==> src/gli_pkg.sv <==
// gli_pkg: shared types, codes and constants of the GPIO line interrupt controller.
// Depends on nothing; every other file of the block but gli_ram imports it.
package gli_pkg;

   localparam int MAX_LINES_DEFAULT = 64;
   localparam int QUEUE_DEPTH       = 2;

   localparam logic [6:0] LINES_RESET = 7'd64;

   // item modes
   localparam logic [2:0] MODE_GET_DIR = 3'd0;
   localparam logic [2:0] MODE_SET_DIR = 3'd1;
   localparam logic [2:0] MODE_GET_VAL = 3'd2;
   localparam logic [2:0] MODE_SET_VAL = 3'd3;
   localparam logic [2:0] MODE_SET_IRQ = 3'd4;
   localparam logic [2:0] MODE_UNMASK  = 3'd5;
   localparam logic [2:0] MODE_PIN     = 3'd6;
   localparam logic [2:0] MODE_UNKNOWN = 3'd7;

   // interrupt type bits
   localparam logic [31:0] IRQ_NONE = 32'h0000_0000;
   localparam logic [31:0] IRQ_RISE = 32'h0000_0001;
   localparam logic [31:0] IRQ_FALL = 32'h0000_0002;
   localparam logic [31:0] IRQ_HIGH = 32'h0000_0004;
   localparam logic [31:0] IRQ_LOW  = 32'h0000_0008;

   // result kinds
   localparam logic KIND_RESPONSE = 1'b0;
   localparam logic KIND_EVENT    = 1'b1;

   localparam logic STATUS_OK  = 1'b0;
   localparam logic STATUS_ERR = 1'b1;

   localparam logic EVENT_INVALID = 1'b0;
   localparam logic EVENT_VALID   = 1'b1;

   typedef struct packed {
      logic [2:0]  mode;
      logic [15:0] line;
      logic [31:0] value;
      logic [15:0] buffer_tag;
   } req_item_type;

   typedef struct packed {
      logic        kind;
      logic        status;
      logic [7:0]  read_value;
      logic [15:0] event_tag;
      logic        event_status;
      logic        last;
   } rsp_item_type;

   // classified item as it waits in the queue
   typedef struct packed {
      logic [2:0]  mode;
      logic        line_ok;
      logic [15:0] line;
      logic [31:0] value;
      logic [15:0] buffer_tag;
   } work_item_type;

   typedef struct packed {
      logic empty;
      logic full;
   } queue_status_type;

   // per-line state word held in one RAM entry
   typedef struct packed {
      logic [7:0]  direction;
      logic [7:0]  out_value;
      logic [7:0]  in_level;
      logic [31:0] irq_type;
      logic        irq_waiting;
      logic        buffer_armed;
   } line_state_type;

endpackage

==> src/gli_front.sv <==
// gli_front: accepts items, holds lines_in_use, checks the line and queues or drops the item.
// Depends on gli_pkg.
module gli_front
   import gli_pkg::*;
#(
   parameter int MAX_LINES = MAX_LINES_DEFAULT
) (
   input  logic             clock,
   input  logic             reset,
   input  logic             csr_wr_en,
   input  logic [6:0]       csr_wr_data,
   input  logic             start,
   input  req_item_type     req_item,
   output logic             busy,
   input  queue_status_type q_status,
   input  logic             clearing,
   output logic             push,
   output work_item_type    push_item
);

   logic [6:0]  lines_ff, lines_in;
   logic [15:0] valid_lines;
   logic        line_ok;
   logic        silent_drop;
   logic        accept;

   always_comb begin
      lines_in = csr_wr_en ? csr_wr_data : lines_ff;
   end

   always_ff @(posedge clock) begin
      if (reset) begin
         lines_ff <= LINES_RESET;
      end else begin
         lines_ff <= lines_in;
      end
   end

   always_comb begin
      valid_lines = (16'(lines_ff) < 16'(MAX_LINES)) ? 16'(lines_ff) : 16'(MAX_LINES);
      line_ok     = (req_item.line < valid_lines);
      // unmask and pin change on a bad line give nothing, so they stop here
      silent_drop = !line_ok && (req_item.mode inside {MODE_UNMASK, MODE_PIN});
      busy        = q_status.full || clearing;
      accept      = start && !busy;
      push        = accept && !silent_drop;

      push_item.mode       = req_item.mode;
      push_item.line_ok    = line_ok;
      push_item.line       = req_item.line;
      push_item.value      = req_item.value;
      push_item.buffer_tag = req_item.buffer_tag;
   end

endmodule

==> config.mk <==
export PLATFORM = sky130hd
export DESIGN_NAME = gli_front
export DESIGN_NICKNAME = d
export VERILOG_FILES = /design/src/gli_pkg.sv /design/src/gli_front.sv
export SDC_FILE = /design/constraint.sdc
export NUM_CORES = 1
export LEC_CHECK = 0
export ABC_AREA = 1
export BUFFER_PORTS_ARGS = -buffer_cell sky130_fd_sc_hd__buf_2
export CAP_MARGIN = 20
export CORE_ASPECT_RATIO = 1.1
export CORE_MARGIN = 2
export CORE_UTILIZATION = 30
export CTS_CLUSTER_SIZE = 12
export DETAILED_ROUTE_END_ITERATION = 10
export GPL_TIMING_DRIVEN = 0
export PLACE_DENSITY = 0.82
export SYNTH_ARGS = -nofsm -noshare
export SYNTH_HDL_FRONTEND = slang
export SYNTH_SLANG_ARGS = --single-unit
export TNS_END_PERCENT = 100
==> constraint.sdc <==
create_clock -name clock -period 1.7 [get_ports clock]
set_input_delay 0.34 -clock clock [delete_from_list [all_inputs] [get_ports clock]]
set_output_delay 0.34 -clock clock [all_outputs]
set_load 0.005 [all_outputs]
## After elaboration in Yosys (flattened, before gate mapping)

Index checks and enable logic that the tools add are counted.

- Input bits: 81
- Word-level logic and storage cells: 14
- Bits in registers: 7

- Eq/ne operators: 2
- Reduce and logical (&&, ||, !) cells: 8
- Magnitude comparators: 2
- Muxes and demuxes: 1

Operators with widths:

| cell | count |
|---|---|
| $lt 16x7->1 | 1 |
| $lt 7x7->1 const B | 1 |
| $mux 7 | 1 |
| $eq 3x3->1 const B | 2 |
| $logic_and 1x1->1 | 3 |
| $logic_not 1->1 | 3 |
| $reduce_bool 2->1 | 1 |
| $logic_or 1x1->1 | 1 |

## Longest topological paths before layout

- Depth after elaboration: 7
- Gate-level depth with buffers: 11
- Mapped depth without buffers: 10

## Least setup slack after synthesis

OpenSTA, ideal clock, no wires.

- Path kind: flip-flop to output port
- Start point: register lines_ff[6]
- End point: output push_item[64] (netlist bit)
- Cell stages (with the launch flop): 10
- Data required time: 1360 ps
- Path slack: 155 ps
- Path buffers: 1
- Arrival time: 1205 ps
- Cells stage by stage: dfxtp_1 > inv_2 > nand2_1 > ha_1 > a21oi_1 > nor2_1 > nor2_4 > nand2_2 > inv_1 > buf_4

- Word-level cells in the longest chain between the ends: 3

Ends and longest elaborated chain:

| element | line | RTL |
|---|---|---|
| from (decl) | gli_front.sv:21 | `logic [6:0] lines_ff, lines_in;` |
| from (signal assigned) | gli_front.sv:35 | `lines_ff <= lines_in;` |
| $lt 7x7->1 | gli_front.sv:40 | `valid_lines = (16'(lines_ff) < 16'(MAX_LINES)) ? 16'(lines_ff) : 16'(MAX_LINES);` |
| $mux 7 (*) | gli_front.sv:40 |  |
| $lt 16x7->1 (*) | gli_front.sv:41 | `line_ok = (req_item.line < valid_lines);` |
| to (decl) | gli_front.sv:18 | `output work_item_type push_item` |

Mark *: on every way between the ends. The rest lies on a longest branch, timed or not.

## Worst setup path after layout

- Start point: register lines_ff[6]
- End point: output push

- Word-level cells in the longest chain between the ends: 7

Ends and longest elaborated chain:

| element | line | RTL |
|---|---|---|
| $lt 7x7->1 | gli_front.sv:40 |  |
| $mux 7 (*) | gli_front.sv:40 |  |
| $lt 16x7->1 (*) | gli_front.sv:41 |  |
| $logic_not 1->1 (*) | gli_front.sv:43 | `silent_drop = !line_ok && (req_item.mode inside {MODE_UNMASK, MODE_PIN});` |
| $logic_and 1x1->1 (*) | gli_front.sv:43 |  |
| $logic_not 1->1 (*) | gli_front.sv:46 | `push = accept && !silent_drop;` |
| $logic_and 1x1->1 (*) | gli_front.sv:46 |  |
| to (decl) | gli_front.sv:17 | `output logic push,` |

Marks and branches as above.

==> impl_metrics.py <==
metrics = {
    "status": {
        "status": "complete, but fails checks",
        "violations": "negative setup slack",
    },
    "sta": {
        "finalHoldViolations": 0,
        "worst_pin_slew_ps": 169,
        "period_share": 1.11,
        "setup_viol": 2,
        "final_max_slew_viol_count": 0,
        "tns_ps": -368,
        "fmax_mhz": 530,
        "layout_setup_ws_ps": -188,
        "finalCriticalPeriod_ps": 1890,
        "relSlewSlack": 0.886,
        "fin_skew_ps": 0,
        "rsz0062_at_grt": "yes",
    },
    "routing": {
        "routed_wl_mm": 2.53,
        "first_pass_iters": 4,
        "routed_via_density": 3.97,
        "ant_nets": 0,
        "routedWlPerCell_um": 8.75,
        "drtIter0Drc": 18,
        "num_vias": 1148,
        "drc_errors": 0,
    },
    "final_layout": {
        "area_growth_pct": 73.5,
        "drive_gt1_frac": 0.798,
        "fin_nets": 340,
        "top_register": "lines_ff",
        "reg.largest.list": "lines_ff: 7 flops",
        "largest_register_ffs": 7,
    },
    "power_and_ir_drop": {
        "p_sw_mw": 0.198,
        "combPwrFrac": 0.510,
        "power_leakage_nw": 1.05,
        "internal-power_mw": 0.489,
        "clkPwrFrac": 0.218,
        "peakVddDrop_mv": 0.279,
        "switching_share": 0.289,
        "powerDensity_nw_per_um2": 394,
        "pwr-share-seq": 0.273,
    },
    "cts": {
        "cts_tree": "built",
        "cts.path.max_buffers": 2,
        "cts_root_buf": "clkbuf_4",
        "htreeDepth": 1,
        "cts_sinks": 7,
        "clk_latency_ps": 250,
        "clk_pin_slew_ps": 50,
        "cts_hold_buf": 0,
        "cts_made_buffers": 3,
    },
    "worst_setup_path": {
        "reg2reg_setup_slack_ps": 890,
        "crit_required_ps": 1360,
        "cpMostUsedCell": "nand2_2",
        "path_class": "register to primary output",
        "cp-end-kind": "primary output",
        "startpoint_type": "register",
        "crit_slowest_cell": "dfxtp_2",
        "worstPathCellList": "inv_6 > nand2_4 > ha_4 > nand2_2 > nor3_2 > nand2_1 > nand2_2 > a21oi_2 > buf_2",
        "critPathMaxStageDelay_ps": 330,
        "path_max_fanout": 8,
        "cp.arrival_ps": 1550,
    },
    "synthesis": {
        "syn-num-nets": 232,
        "synthFlopType": "dfxtp_1",
        "syn-cell-area_um2": 1000,
        "yosys_warnings": 0,
        "synth_enable_flop_cells": 0,
        "yosysMostFrequentCell": "buf_4",
        "synth_top_area_cell": "buf_4",
        "yosys.area.top_type_share": 0.508,
        "synth_seq_cells": 7,
        "synth-seq-area-share": 0.139,
        "synth.area.top_cells": "buf_4, dfxtp_1, ha_1",
        "synth_top_cells_by_count": "buf_4, nor2_1, nand2_1",
        "yosysUniqueCellTypes": 18,
        "syn_inst": 145,
        "syn_area_per_cell_um2": 6.93,
        "synthArstFlopShare": 0,
    },
    "global_routing": {
        "antenna_found_initial": 1,
        "track_usage": 0.120,
        "grt-ovfl-total": 0,
        "grt_pass1_wl_mm": 3.59,
        "grt_max_degree": 10,
        "grt_pass1_vias": 928,
    },
    "floorplan": {
        "num_rows": 22,
        "coreArea_um2": 3280,
        "die_h_um": 64.7,
        "dieWidth_um": 59.2,
        "die_area_um2": 3830,
        "start_util": 0.307,
        "design.portCount": 151,
    },
    "place": {
        "gp_congestion": 0.748,
        "post-place-ws_ps": -59.8,
        "port_buffers": 101,
        "dp_hpwl_mm": 2.28,
    },
    "flow_run": {
        "drv_cap": 0,
    },
    "hold_path": {
        "hold_path.class": "input pin to register",
    },
}
[placed cells by master, fill, tap and decap left out, drive strengths merged]
master	count
nor2	21
inv	10
dfxtp	7
clkbuf	4
nand2	17
ha	6
nand3	2
nor3	1
o21ai	7
a21oi	4
buf	171
nand4	1
clkinv	1
diode	1
[repair_timing]
item | in CTS | in global routing
setup buffers | 3 | 0
pin swaps | 13 | 0
resized for setup | 27 | 0
setup endpoints to repair | 2 | 2
[path summary, 6_finish.rpt]
path,start,endpoint,depth (start not counted)
setup reg to reg,lines_ff[6],lines_ff[6],3
hold / removal,csr_wr_data[1],lines_ff[1],3
hold reg to reg,lines_ff[2],lines_ff[2],2
setup / recovery,lines_ff[6],push,9
[stage by stage]
| stage | power (mW) | instances | area (um^2) | util | hold slack (ps) |
|---|---|---|---|---|---|
| floorplan | 0.365 | 145 | 1000 | - | 440 |
| global placement | 0.492 | 282 | 1560 | 0.475 | 468 |
| detailed placement | 0.498 | 282 | 1560 | 0.475 | 477 |
| CTS | 0.698 | 288 | 1740 | 0.531 | 303 |
| global route | 0.745 | 288 | 1740 | 0.531 | 317 |
| finish | 0.687 | 289 | 1740 | 0.532 | 307 |
[power groups by stage]
stage	Clock (mW)	Combinational, mW	Sequential (mW)
2_1_floorplan	0	0.182	0.184
3_3_place_gp	0	0.307	0.186
3_5_place_dp	0	0.313	0.185
4_1_cts	0.156	0.355	0.187
5_1_grt	0.166	0.390	0.189
6_report	0.150	0.350	0.187
[logic make-up after synthesis]
group,synth area share
flops,0.139
buf+inv,0.549
compound gates,0.0585
fa+ha+maj,0.0747
simple gates,0.178
[worst max-delay path: cells and delay by family, from the launching register on]
| family | cells | cell delay [ps] |
|---|---|---|
| buffers and inverters | 2 | 230 |
| AND/OR/NAND/NOR | 5 | 430 |
| flip-flops | 1 | 330 |
| adder cells (fa/ha/maj) | 1 | 270 |
| AO/OA/AOI/OAI | 1 | 50 |
[per-layer routing]
metal	track usage	vias to the layer above	part of all wire
met5	0	-	0
met4	0.0511	0	0.015
met3	0.0220	5	0.12
met2	0.228	77	0.54
met1	0.125	471	0.33
li1	-	595	-
[area by class of cell]
| type | instances | area (um^2) |
|---|---|---|
| Sequential cell | 7 | 141 |
| Inverter | 11 | 46.3 |
| Timing Repair Buffer | 104 | 538 |
| Antenna cell | 1 | 2.50 |
| Clock buffer | 4 | 26.3 |
| Tap cell | 36 | 45.0 |
| Multi-Input combinational cell | 59 | 440 |
| Fill cell | 339 | 1530 |
| Buffer | 67 | 503 |
Note: power is estimated with default switching activity, not from simulation.
