File: config.mk
export PLATFORM = sky130hd
export DESIGN_NAME = gli_back
export DESIGN_NICKNAME = d
export VERILOG_FILES = /design/src/gli_pkg.sv /design/src/gli_ram.sv /design/src/gli_back.sv
export SDC_FILE = /design/constraint.sdc
export NUM_CORES = 2
export LEC_CHECK = 0
export BUFFER_PORTS_ARGS = -buffer_cell sky130_fd_sc_hd__buf_2
export CAP_MARGIN = 10
export CORE_MARGIN = 2
export CORE_UTILIZATION = 25
export CTS_BUF_LIST = sky130_fd_sc_hd__clkbuf_4 sky130_fd_sc_hd__clkbuf_8 sky130_fd_sc_hd__clkbuf_16
export CTS_CLUSTER_SIZE = 14
export DETAILED_ROUTE_END_ITERATION = 10
export GPL_ROUTABILITY_DRIVEN = 0
export SYNTH_ARGS = -nofsm -noshare
export SYNTH_HDL_FRONTEND = slang
export SYNTH_MEMORY_MAX_BITS = 65536
export SYNTH_SLANG_ARGS = --single-unit
File: constraint.sdc
create_clock -name clock -period 4.92 [get_ports clock]
set_input_delay 0.246 -clock clock [delete_from_list [all_inputs] [get_ports clock]]
set_output_delay 0.246 -clock clock [all_outputs]
set_load 0.005 [all_outputs]
File: src/gli_pkg.sv
// gli_pkg: shared types, codes and constants of the GPIO line interrupt controller.
// Depends on nothing; every other file of the block but gli_ram imports it.
package gli_pkg;

   localparam int MAX_LINES_DEFAULT = 64;
   localparam int QUEUE_DEPTH       = 2;

   localparam logic [6:0] LINES_RESET = 7'd64;

   // item modes
   localparam logic [2:0] MODE_GET_DIR = 3'd0;
   localparam logic [2:0] MODE_SET_DIR = 3'd1;
   localparam logic [2:0] MODE_GET_VAL = 3'd2;
   localparam logic [2:0] MODE_SET_VAL = 3'd3;
   localparam logic [2:0] MODE_SET_IRQ = 3'd4;
   localparam logic [2:0] MODE_UNMASK  = 3'd5;
   localparam logic [2:0] MODE_PIN     = 3'd6;
   localparam logic [2:0] MODE_UNKNOWN = 3'd7;

   // interrupt type bits
   localparam logic [31:0] IRQ_NONE = 32'h0000_0000;
   localparam logic [31:0] IRQ_RISE = 32'h0000_0001;
   localparam logic [31:0] IRQ_FALL = 32'h0000_0002;
   localparam logic [31:0] IRQ_HIGH = 32'h0000_0004;
   localparam logic [31:0] IRQ_LOW  = 32'h0000_0008;

   // result kinds
   localparam logic KIND_RESPONSE = 1'b0;
   localparam logic KIND_EVENT    = 1'b1;

   localparam logic STATUS_OK  = 1'b0;
   localparam logic STATUS_ERR = 1'b1;

   localparam logic EVENT_INVALID = 1'b0;
   localparam logic EVENT_VALID   = 1'b1;

   typedef struct packed {
      logic [2:0]  mode;
      logic [15:0] line;
      logic [31:0] value;
      logic [15:0] buffer_tag;
   } req_item_type;

   typedef struct packed {
      logic        kind;
      logic        status;
      logic [7:0]  read_value;
      logic [15:0] event_tag;
      logic        event_status;
      logic        last;
   } rsp_item_type;

   // classified item as it waits in the queue
   typedef struct packed {
      logic [2:0]  mode;
      logic        line_ok;
      logic [15:0] line;
      logic [31:0] value;
      logic [15:0] buffer_tag;
   } work_item_type;

   typedef struct packed {
      logic empty;
      logic full;
   } queue_status_type;

   // per-line state word held in one RAM entry
   typedef struct packed {
      logic [7:0]  direction;
      logic [7:0]  out_value;
      logic [7:0]  in_level;
      logic [31:0] irq_type;
      logic        irq_waiting;
      logic        buffer_armed;
   } line_state_type;

endpackage

File: src/gli_ram.sv
// gli_ram: generic single-write, single-read RAM with registered read data.
// Depends on nothing; used for the per-line state and the armed tag stores.
module gli_ram #(
   parameter int WIDTH = 8,
   parameter int DEPTH = 64
) (
   input  logic                                       clock,
   input  logic                                       wr_en,
   input  logic [((DEPTH > 1) ? $clog2(DEPTH) : 1)-1:0] wr_addr,
   input  logic [WIDTH-1:0]                           wr_data,
   input  logic [((DEPTH > 1) ? $clog2(DEPTH) : 1)-1:0] rd_addr,
   output logic [WIDTH-1:0]                           rd_data
);

   logic [WIDTH-1:0] mem_ff [DEPTH];
   logic [WIDTH-1:0] rd_data_ff;

   always_ff @(posedge clock) begin
      if (wr_en) begin
         mem_ff[wr_addr] <= wr_data;
      end
      rd_data_ff <= mem_ff[rd_addr];
   end

   assign rd_data = rd_data_ff;

endmodule

File: src/gli_back.sv
// gli_back: per-line read-modify-write sequencer, state RAMs and result register.
// Depends on gli_pkg and gli_ram.
module gli_back
   import gli_pkg::*;
#(
   parameter int MAX_LINES = MAX_LINES_DEFAULT
) (
   input  logic             clock,
   input  logic             reset,
   input  queue_status_type q_status,
   input  work_item_type    head_item,
   output logic             pop,
   output logic             clearing,
   output logic             rsp_valid,
   output rsp_item_type     rsp_item
);

   localparam int IDX_W = (MAX_LINES > 1) ? $clog2(MAX_LINES) : 1;
   localparam int ST_W  = $bits(line_state_type);

   localparam logic [1:0] S_CLEAR = 2'd0;
   localparam logic [1:0] S_IDLE  = 2'd1;
   localparam logic [1:0] S_EXEC  = 2'd2;
   localparam logic [1:0] S_EMIT2 = 2'd3;

   logic [1:0]       state_ff, state_in;
   logic [IDX_W-1:0] clr_ff, clr_in;
   work_item_type    cur_ff, cur_in;
   logic             rsp_valid_ff, rsp_valid_in;
   rsp_item_type     rsp_ff, rsp_in;
   rsp_item_type     second_ff, second_in;

   line_state_type   st_rd, st_new, st_wdata;
   logic [ST_W-1:0]  st_rd_bits;
   logic             st_we;
   logic [IDX_W-1:0] st_waddr;
   logic [15:0]      tag_rd;
   logic             tag_we;

   logic             r1_valid;
   rsp_item_type     r1;
   logic             two;
   logic             st_upd;
   logic             fire;
   logic [7:0]       b;
   logic [IDX_W-1:0] cur_idx;

   gli_ram #(.WIDTH(ST_W), .DEPTH(MAX_LINES)) u_state_ram (
      .clock   (clock),
      .wr_en   (st_we),
      .wr_addr (st_waddr),
      .wr_data (st_wdata),
      .rd_addr (head_item.line[IDX_W-1:0]),
      .rd_data (st_rd_bits)
   );

   gli_ram #(.WIDTH(16), .DEPTH(MAX_LINES)) u_tag_ram (
      .clock   (clock),
      .wr_en   (tag_we),
      .wr_addr (cur_idx),
      .wr_data (cur_ff.buffer_tag),
      .rd_addr (head_item.line[IDX_W-1:0]),
      .rd_data (tag_rd)
   );

   assign st_rd   = line_state_type'(st_rd_bits);
   assign b       = cur_ff.value[7:0];
   assign cur_idx = cur_ff.line[IDX_W-1:0];

   // one item against the line word read in the previous cycle
   always_comb begin
      st_new   = st_rd;
      st_upd   = 1'b0;
      tag_we   = 1'b0;
      r1_valid = 1'b0;
      r1       = '0;
      two      = 1'b0;
      fire     = 1'b0;
      if (cur_ff.mode == MODE_UNMASK) begin
         r1.kind = KIND_EVENT;
         if (st_rd.irq_type == IRQ_NONE) begin
            r1_valid       = 1'b1;
            r1.event_tag   = cur_ff.buffer_tag;
            r1.event_status = EVENT_INVALID;
         end else if (st_rd.irq_waiting) begin
            r1_valid           = 1'b1;
            r1.event_tag       = cur_ff.buffer_tag;
            r1.event_status    = EVENT_VALID;
            st_new.irq_waiting = 1'b0;
            st_upd             = 1'b1;
         end else begin
            // an older armed buffer is handed back invalid
            r1_valid            = st_rd.buffer_armed;
            r1.event_tag        = tag_rd;
            r1.event_status     = EVENT_INVALID;
            st_new.buffer_armed = 1'b1;
            st_upd              = 1'b1;
            tag_we              = 1'b1;
         end
      end else if (cur_ff.mode == MODE_PIN) begin
         if (st_rd.in_level != b) begin
            st_new.in_level = b;
            st_upd          = 1'b1;
            fire = ((b != 8'd0) && ((st_rd.irq_type & (IRQ_RISE | IRQ_HIGH)) != IRQ_NONE)) ||
                   ((b == 8'd0) && ((st_rd.irq_type & (IRQ_FALL | IRQ_LOW)) != IRQ_NONE));
            if (fire) begin
               if (st_rd.buffer_armed) begin
                  r1_valid            = 1'b1;
                  r1.kind             = KIND_EVENT;
                  r1.event_tag        = tag_rd;
                  r1.event_status     = EVENT_VALID;
                  st_new.buffer_armed = 1'b0;
                  st_new.irq_waiting  = 1'b0;
               end else begin
                  st_new.irq_waiting = 1'b1;
               end
            end
         end
      end else if (!cur_ff.line_ok) begin
         r1_valid  = 1'b1;
         r1.kind   = KIND_RESPONSE;
         r1.status = STATUS_ERR;
      end else begin
         r1_valid = 1'b1;
         r1.kind  = KIND_RESPONSE;
         case (cur_ff.mode)
            MODE_GET_DIR: begin
               r1.read_value = st_rd.direction;
            end
            MODE_SET_DIR: begin
               st_new.direction = b;
               st_upd           = 1'b1;
            end
            MODE_GET_VAL: begin
               st_new.out_value = st_rd.in_level;
               st_upd           = 1'b1;
               r1.read_value    = st_rd.in_level;
            end
            MODE_SET_VAL: begin
               st_new.out_value = b;
               st_upd           = 1'b1;
            end
            MODE_SET_IRQ: begin
               if (cur_ff.value == st_rd.irq_type) begin
                  r1.status = STATUS_OK;
               end else if ((st_rd.irq_type != IRQ_NONE) && (cur_ff.value != IRQ_NONE)) begin
                  r1.status = STATUS_ERR;
               end else begin
                  if (cur_ff.value == IRQ_NONE) begin
                     st_new.irq_waiting = 1'b0;
                     if (st_rd.buffer_armed) begin
                        // armed buffer first, response follows
                        two                 = 1'b1;
                        st_new.buffer_armed = 1'b0;
                     end
                  end
                  st_new.irq_type = cur_ff.value;
                  st_upd          = 1'b1;
               end
            end
            default: begin
               r1.status = STATUS_ERR;
            end
         endcase
      end
   end

   always_comb begin
      state_in     = state_ff;
      clr_in       = clr_ff;
      cur_in       = cur_ff;
      rsp_valid_in = 1'b0;
      rsp_in       = rsp_ff;
      second_in    = second_ff;
      pop          = 1'b0;
      st_we        = 1'b0;
      st_waddr     = cur_idx;
      st_wdata     = st_new;
      case (state_ff)
         S_CLEAR: begin
            st_we    = 1'b1;
            st_waddr = clr_ff;
            st_wdata = '0;
            clr_in   = clr_ff + IDX_W'(1);
            if (clr_ff == IDX_W'(MAX_LINES - 1)) begin
               state_in = S_IDLE;
            end
         end
         S_IDLE: begin
            if (!q_status.empty) begin
               pop      = 1'b1;
               cur_in   = head_item;
               state_in = S_EXEC;
            end
         end
         S_EXEC: begin
            st_we = st_upd;
            if (two) begin
               rsp_valid_in           = 1'b1;
               rsp_in                 = '0;
               rsp_in.kind            = KIND_EVENT;
               rsp_in.event_tag       = tag_rd;
               rsp_in.event_status    = EVENT_INVALID;
               second_in              = r1;
               second_in.last         = 1'b1;
               state_in               = S_EMIT2;
            end else begin
               rsp_valid_in = r1_valid;
               rsp_in       = r1;
               rsp_in.last  = 1'b1;
               state_in     = S_IDLE;
            end
         end
         S_EMIT2: begin
            rsp_valid_in = 1'b1;
            rsp_in       = second_ff;
            state_in     = S_IDLE;
         end
         default: begin
            state_in = S_IDLE;
         end
      endcase
   end

   always_ff @(posedge clock) begin
      if (reset) begin
         state_ff     <= S_CLEAR;
         clr_ff       <= '0;
         rsp_valid_ff <= 1'b0;
      end else begin
         state_ff     <= state_in;
         clr_ff       <= clr_in;
         rsp_valid_ff <= rsp_valid_in;
      end
   end

   always_ff @(posedge clock) begin
      cur_ff    <= cur_in;
      rsp_ff    <= rsp_in;
      second_ff <= second_in;
   end

   assign clearing  = (state_ff == S_CLEAR);
   assign rsp_valid = rsp_valid_ff;
   assign rsp_item  = rsp_ff;

   a_pop_idle: assert property (@(posedge clock) disable iff (reset)
      pop |-> (state_ff == S_IDLE))
      else $error("queue popped outside idle");

   a_emit2_after_exec: assert property (@(posedge clock) disable iff (reset)
      (state_ff == S_EMIT2) |-> ($past(state_ff) == S_EXEC))
      else $error("second result without exec");

   a_not_last_followed: assert property (@(posedge clock) disable iff (reset)
      (rsp_valid_ff && !rsp_ff.last) |=> (rsp_valid_ff && rsp_ff.last))
      else $error("first of two results not followed by last");

   a_clear_writes_zero: assert property (@(posedge clock) disable iff (reset)
      (state_ff == S_CLEAR) |-> (st_we && (st_wdata == '0)))
      else $error("clearing pass skipped an entry");

endmodule

# --- After elaboration in Yosys (flattened, before gate mapping) ---
# Memory sizes are Yosys's and may differ from the RTL's. A register that Yosys moved wholly into a read port is not among the register bits.
# Index checks and enable logic that the tools add are counted.
totals:
  ramBits: 4736
  word_cells: 136
  inputBits: 72
  memories: 2
  out_inout_bits: 31
  register_bits: 122
mem_list:
  columns: ["memory", "depth", "width", "rd", "rd_ports_with_merged_regs", "wr", "line_no", "text"]
  rows:
  - ["u_state_ram.mem_ff", 64, 58, 1, 1, 1, "gli_ram.sv:15", "logic [WIDTH-1:0] mem_ff [DEPTH];"]
  - ["u_tag_ram.mem_ff", 64, 16, 1, 1, 1, "gli_ram.sv:15", null]
op_classes:
  n_addsub: 1
  n_mux: 79
  eq_ne: 14
  reduce_logical: 20
  bitwise: 1
op_table:
  columns: ["operator", "n"]
  rows:
  - ["two-way mux 34 bit", 4]
  - ["nonzero test 32 bit", 4]
  - ["two-way mux 17 bit", 7]
  - ["logical NOT 32 bit", 2]
  - ["two-way mux 58 bit", 1]
  - ["two-way mux 56 bit", 1]
  - ["case mux 28 bit (2 select lines)", 1]
  - ["two-way mux 1 bit", 38]
  - ["== test 32 bit", 1]
  - ["two-way mux 16 bit", 2]
  - ["two-way mux 32 bit", 1]
  - ["two-way mux 8 bit", 4]
  - ["case mux 8 bit (2 select lines)", 2]
  - ["two-way mux 28 bit", 1]
  - ["two-way mux 2 bit", 9]
  - ["two-way mux 9 bit", 2]
  - ["== test 3 bit, second input constant", 3]
  - ["logical NOT 8 bit", 1]
  - ["!= test 8 bit", 1]
  - ["case mux 1 bit (2 select lines)", 4]
  - ["case mux 2 bit (4 select lines)", 1]
  - ["nonzero test 8 bit", 1]
  - ["adder 6 x 1 -> 6 bit, second input constant", 1]
  - ["== test 3 x 2 -> 1 bit, second input constant", 2]
  - ["other kinds (16)", 21]

# --- Longest topological paths before layout ---
depth:
  depth_word: 11
  ltp_mapped: 9
  ltp_nobuf: 8

# --- Hierarchy ---
# A second synthesis with hierarchy kept.
hier_totals:
  hier_cells: 8394
  area_unflattened_um2: 188102.9
by_module_without_submodules:
  columns: ["module", "area_each_um2", "seq_area_each_um2", "cells_per_inst", "instances"]
  rows:
  - ["gli_ram (u_state_ram)", 141285.5, 112628.0, 5998, 1]
  - ["gli_ram (u_tag_ram)", 40042.2, 31069.8, 1829, 1]
  - ["gli_back", 6775.2, 3573.4, 567, 1]

# --- Worst setup path before layout ---
# No wires, ideal clock.
synth_path:
  path_kind: "register to register"
  start: "register u_state_ram.rd_data_ff[14] (netlist: u_state_ram.rd_data[14]), read port of u_state_ram.mem_ff"
  end: "memory u_state_ram.mem_ff[40][0] (netlist bit) (enable)"
  required_ns: 4.446
  arrival_time_ns: 4.478
  stages_incl_launch_ff: 8
  synth_period_minus_slack_ns: 4.952
  setup_time_ns: 0.474
  path_slack_ns: -0.032
  path_buffers: 1
  path_cell_list: "dfxtp_1 -> or4_1 -> or3_4 -> nor4_4 -> o221a_2 -> buf_4 -> o21ai_2 -> a21oi_1"
synth_via:
  elab_chain_len: 11
  elab_cells_between_ends: 14
  classes_between: "eq/ne: 1; mux: 10; reduce/logical: 3"
synth_rtl:
  columns: ["element", "line_no", "text"]
  rows:
  - ["start, declared", "gli_ram.sv:16", "logic [WIDTH-1:0] rd_data_ff;"]
  - ["nonzero test 32 bit", "gli_back.sv:146", "end else if ((st_rd.irq_type != IRQ_NONE) && (cur_ff.value != IRQ_NONE)) begin"]
  - ["logical AND 1 bit", "gli_back.sv:146", null]
  - ["two-way mux 1 bit", "gli_back.sv:146", null]
  - ["two-way mux 1 bit", "gli_back.sv:144", "if (cur_ff.value == st_rd.irq_type) begin"]
  - ["case mux 1 bit (2 select lines)", "gli_back.sv:126", "case (cur_ff.mode)"]
  - ["two-way mux 1 bit", "gli_back.sv:119", "end else if (!cur_ff.line_ok) begin"]
  - ["two-way mux 1 bit", "gli_back.sv:100", "end else if (cur_ff.mode == MODE_PIN) begin"]
  - ["two-way mux 1 bit (*)", "gli_back.sv:79", "if (cur_ff.mode == MODE_UNMASK) begin"]
  - ["case mux 1 bit (2 select lines) (*)", "gli_back.sv:179", "case (state_ff)"]
  - ["two-way mux 1 bit (*)", "gli_ram.sv:19", "if (wr_en) begin"]
  - ["two-way mux 1 bit (implied by the code) (*)", "gli_ram.sv:20", "mem_ff[wr_addr] <= wr_data;"]
  - ["end, declared", "gli_ram.sv:15", null]
# Mark *: on every way between the ends. The rest lies on a longest branch, timed or not.

# --- Final worst setup path ---
layout_path:
  start: "register cur_ff (netlist bit b[2])"
  end: "memory u_state_ram.mem_ff[18][50] (netlist bit) (enable)"
layout_via:
  elab_chain_len: 11
  elab_cells_between_ends: 14
  classes_between: "eq/ne: 2; mux: 10; reduce/logical: 2"
layout_rtl:
  columns: ["element", "line_no", "text"]
  rows:
  - ["start, declared", "gli_back.sv:28", "work_item_type cur_ff, cur_in;"]
  - ["start signal, assigned", "gli_back.sv:238", "cur_ff <= cur_in;"]
  - ["nonzero test 32 bit", "gli_back.sv:146", null]
  - ["logical AND 1 bit", "gli_back.sv:146", null]
  - ["two-way mux 1 bit", "gli_back.sv:146", null]
  - ["two-way mux 1 bit", "gli_back.sv:144", null]
  - ["case mux 1 bit (2 select lines)", "gli_back.sv:126", null]
  - ["two-way mux 1 bit", "gli_back.sv:119", null]
  - ["two-way mux 1 bit (*)", "gli_back.sv:100", null]
  - ["two-way mux 1 bit (*)", "gli_back.sv:79", null]
  - ["case mux 1 bit (2 select lines) (*)", "gli_back.sv:179", null]
  - ["two-way mux 1 bit (*)", "gli_ram.sv:19", null]
  - ["two-way mux 1 bit (implied by the code) (*)", "gli_ram.sv:20", null]
# Marks and branches as above.

==> results_dict.tcl <==
set metrics [dict create \
    first_global_vias 79530 \
    drv_cap 0 \
    die_w_um 823.0 \
    vias 79480 \
    synth_edf_count 4337 \
    clkLatencyLatePin_ps 990 \
    viasPerCell 4.728 \
    crit_top_cell "buf_4" \
    p_per_area_nw_per_um2 393.7 \
    post_cts_buffers 0 \
    slew_headroom_pct 17.48 \
    syn_area_um2 167700 \
    power.internal_mw 60.70 \
    numClockSinks 4412 \
    yosys_warnings 0 \
    critPathLaunchType "flip-flop" \
    clk_pin_slew_ps 60 \
    nNetsFinal 7619 \
    rows 300 \
    first_pass_iters 6 \
    whs_ps 68.94 \
    power.leakage_nw 60.21 \
    worst_pin_slew_ps 1235 \
    grt_max_degree 105 \
    netlist_instances 6924 \
    syn_avg_cell_area_um2 24.22 \
    hold_class "in2reg" \
    cts_tree "built" \
    clockRootBuffer "clkbuf_16" \
    min_period_ps 4496 \
    grt_pass1_wl_um 614700 \
    grt_setup_unrepaired "false" \
    finalWirelength_um 439800 \
    ys_ff_latch 4412 \
    area.growth.synth_to_final_pct 17.41 \
    drt-wirelength-per-cell_um 26.16 \
    slew_violations 0 \
    r2r_cells 10 \
    io_buffers 91 \
    cp-end-kind "flip-flop" \
    cp.arrival_ps 5120 \
    hpwlAfterDp_um 259600 \
    worst_ep_required_time_ps 5540 \
    setup_slack_ps 424.0 \
    slowest_stage "o21ai_2" \
    pwr-share-clk_pct 40.0 \
    clock_path_buffers 4 \
    whs_path_depth 2 \
    setup_viol 0 \
    crit_path_cell_trace "buf_4, xor2_1, buf_4, nor4_1, nand4_1, o221a_2, buf_4, o21ai_2, a21oi_4, buf_12" \
    layout-drive-gt1-share_pct 33.70 \
    cp.depth 10 \
    htree_num_levels 5 \
    hold_viol_final 0 \
    cp_max_fo 36 \
    finalPower_mw 77.53 \
    cts.repair.resized 0 \
    pre_cts_slack_ps 513.5 \
    cts-buffers-inserted 409 \
    core_area_um2 667800 \
    synth_nets 7001 \
    status "finished clean" \
    cp_slowest_stage_delay_ps 820 \
    drtAntennaViolNets 0 \
    combPwrFrac_pct 5.8 \
    initial_core_util_pct 25.11 \
    fin_skew_ps 112.2 \
    synth-async-reset-ratio_pct 0 \
    grt_use_total_pct 12.47 \
    synth_cell_types 56 \
    die_h_um 823.0 \
    crit_family "compound AO/OA/AOI/OAI gates" \
    yosysSeqAreaShare_pct 78.56 \
    route.detailed.drc 0 \
    p_seq_share_pct 54.2 \
    timing.final.crit_share_pct 91.38 \
    grt_overflow 0 \
    die_area_um2 677400 \
    ir_drop_uv 309.3 \
    cp.buffers_inverters 4 \
    crit_type "reg2reg" \
    io_pins 103 \
    initialDrtViolationCount 10590 \
    p_sw_mw 16.83 \
    fmax_ghz 0.2224 \
    swShare_pct 21.70 \
    post-route-util_pct 29.49 \
    synth-main-ff-cell "edfxtp_1" \
    antenna_found_initial 43 \
]
==> power groups by stage <==
| stage | combinational (mW) | clock (mW) | sequential, mW |
|---|---|---|---|
| 6_report | 4.51 | 31.0 | 42.0 |
| 5_1_grt | 4.73 | 33.0 | 42.0 |
| 4_1_cts | 4.53 | 31.5 | 42.0 |
| 3_5_place_dp | 4.47 | 0 | 42.8 |
| 3_3_place_gp | 4.38 | 0 | 42.8 |
| 2_1_floorplan | 2.50 | 0 | 42.9 |
==> cell type report <==
class                      instances  area (µm²)
clock buffer                     536       11290
clock inverter                   209        1748
tap                             8909       11150
multi-input combinational       2104       35670
antenna                           25       62.56
sequential                      4412      131700
fill                           63620      470900
timing repair buffer             575        5097
inverter                          40       150.1
==> routing by layer <==
layer / wire length (µm) / GRT usage [%] / up-vias
met2: 204800 / 19.77 / 4010
met5: 29 / 0 / -
met3: 42740 / 2.980 / 725
met4: 12910 / 3.516 / 6
met1: 179300 / 17.13 / 43540
li1: - / - / 31200
==> cells in the mapped netlist (all sizes together) (2+ instances only) <==
cell type  number  share of area (%)
a22o            2              0.010
inv            40              0.090
buf           136               0.38
nor2          102               0.23
nand3b          3              0.013
a21oi         112               0.33
o221ai         17               0.10
a211oi          8              0.036
ha              5              0.037
o21ai          11              0.044
a22oi         148               0.67
or3             4              0.018
mux2            3              0.020
nor4           25               0.10
o21a            2             0.0090
or2             5              0.019
o41ai           3              0.020
and3            2             0.0075
mux4         1320                 18
nand2         203               0.45
nand3          13              0.039
and2            5              0.019
nand4          10              0.037
nand2b          4              0.015
nor3            3             0.0090
xor2           43               0.22
a31oi           2             0.0075
dfxtp          75               0.90
clkbuf        232               0.52
mux2i          19               0.11
edfxtp       4337                 78
nor2b           9              0.034
o31ai           9              0.040
==> placed cells by master (no fill, tap or decap), types with 5 or more instances in the layout <==
master         instances
edfxtp_1            4337
mux4_2              1320
clkbuf_16            411
buf_4                360
nand2_1              202
a22oi_1              145
clkbuf_4             115
a21oi_4              105
nor2_1                91
buf_2                 87
clkinv_1              83
dfxtp_1               75
clkinv_2              69
dlygate4sd3_1         61
buf_12                61
xor2_1                43
inv_1                 40
diode_2               25
nor4_1                24
mux2i_1               19
bufinv_16             18
nand3_1               13
o221ai_1              12
nor2_4                11
nand4_1               10
clkbuf_8              10
o31ai_1                9
clkinvlp_4             9
o21ai_2                8
inv_16                 8
a21oi_1                7
clkinv_4               7
nor2b_1                6
clkinv_8               6
or2_2                  5
inv_6                  5
==> per-stage QoR <==
| stage | TNS, ps | instances | area [µm²] |
|---|---|---|---|
| finish | 0 | 16810 | 196900 |
| global route | 0 | 16790 | 196800 |
| CTS | 0 | 16780 | 196700 |
| detailed placement | 0 | 15980 | 183100 |
| global placement | 0 | 15980 | 183100 |
| floorplan | -64160 | 6924 | 167700 |
==> sequential cells by signal, summed over array words and instances (netlist names), 6 cells and up <==
signal               count
u_state_ram.mem_ff    3200
u_tag_ram.mem_ff      1024
cur_ff                  50
u_state_ram.rd_data     50
rsp_item                28
second_ff               27
u_tag_ram.rd_data       16
b                        8
clr_ff                   6
==> cells by family (layout without fill, tap and decap cells) <==
kind of cell | after synthesis | count (layout) | synth area share (%)
AOI/OAI and AO/OA | 323 | 323 | 1.327
adders and majority gates | 5 | 5 | 0.03731
other | 0 | 25 | 0
xor gates and xnor gates | 44 | 44 | 0.2298
and+or+nand+nor | 390 | 390 | 1.004
buffers and inverters | 408 | 1360 | 0.9849
muxes | 1342 | 1342 | 17.86
DFF | 4412 | 4412 | 78.56
==> repair_timing <==
action                                 CTS  global route
endpoints found under the hold margin  101             0
hold buffers                            61             0
setup endpoints to repair                0             0
==> final timing paths <==
check                from                          to  slack (ps)
max                  b[2]  u_state_ram.mem_ff[18][50]         420
min          head_item[2]                   cur_ff[2]          70
max reg2reg          b[2]  u_state_ram.mem_ff[18][50]         420
min reg2reg   state_ff[0]                 state_ff[0]         540
No activity file was read; power rests on OpenSTA's default activity.
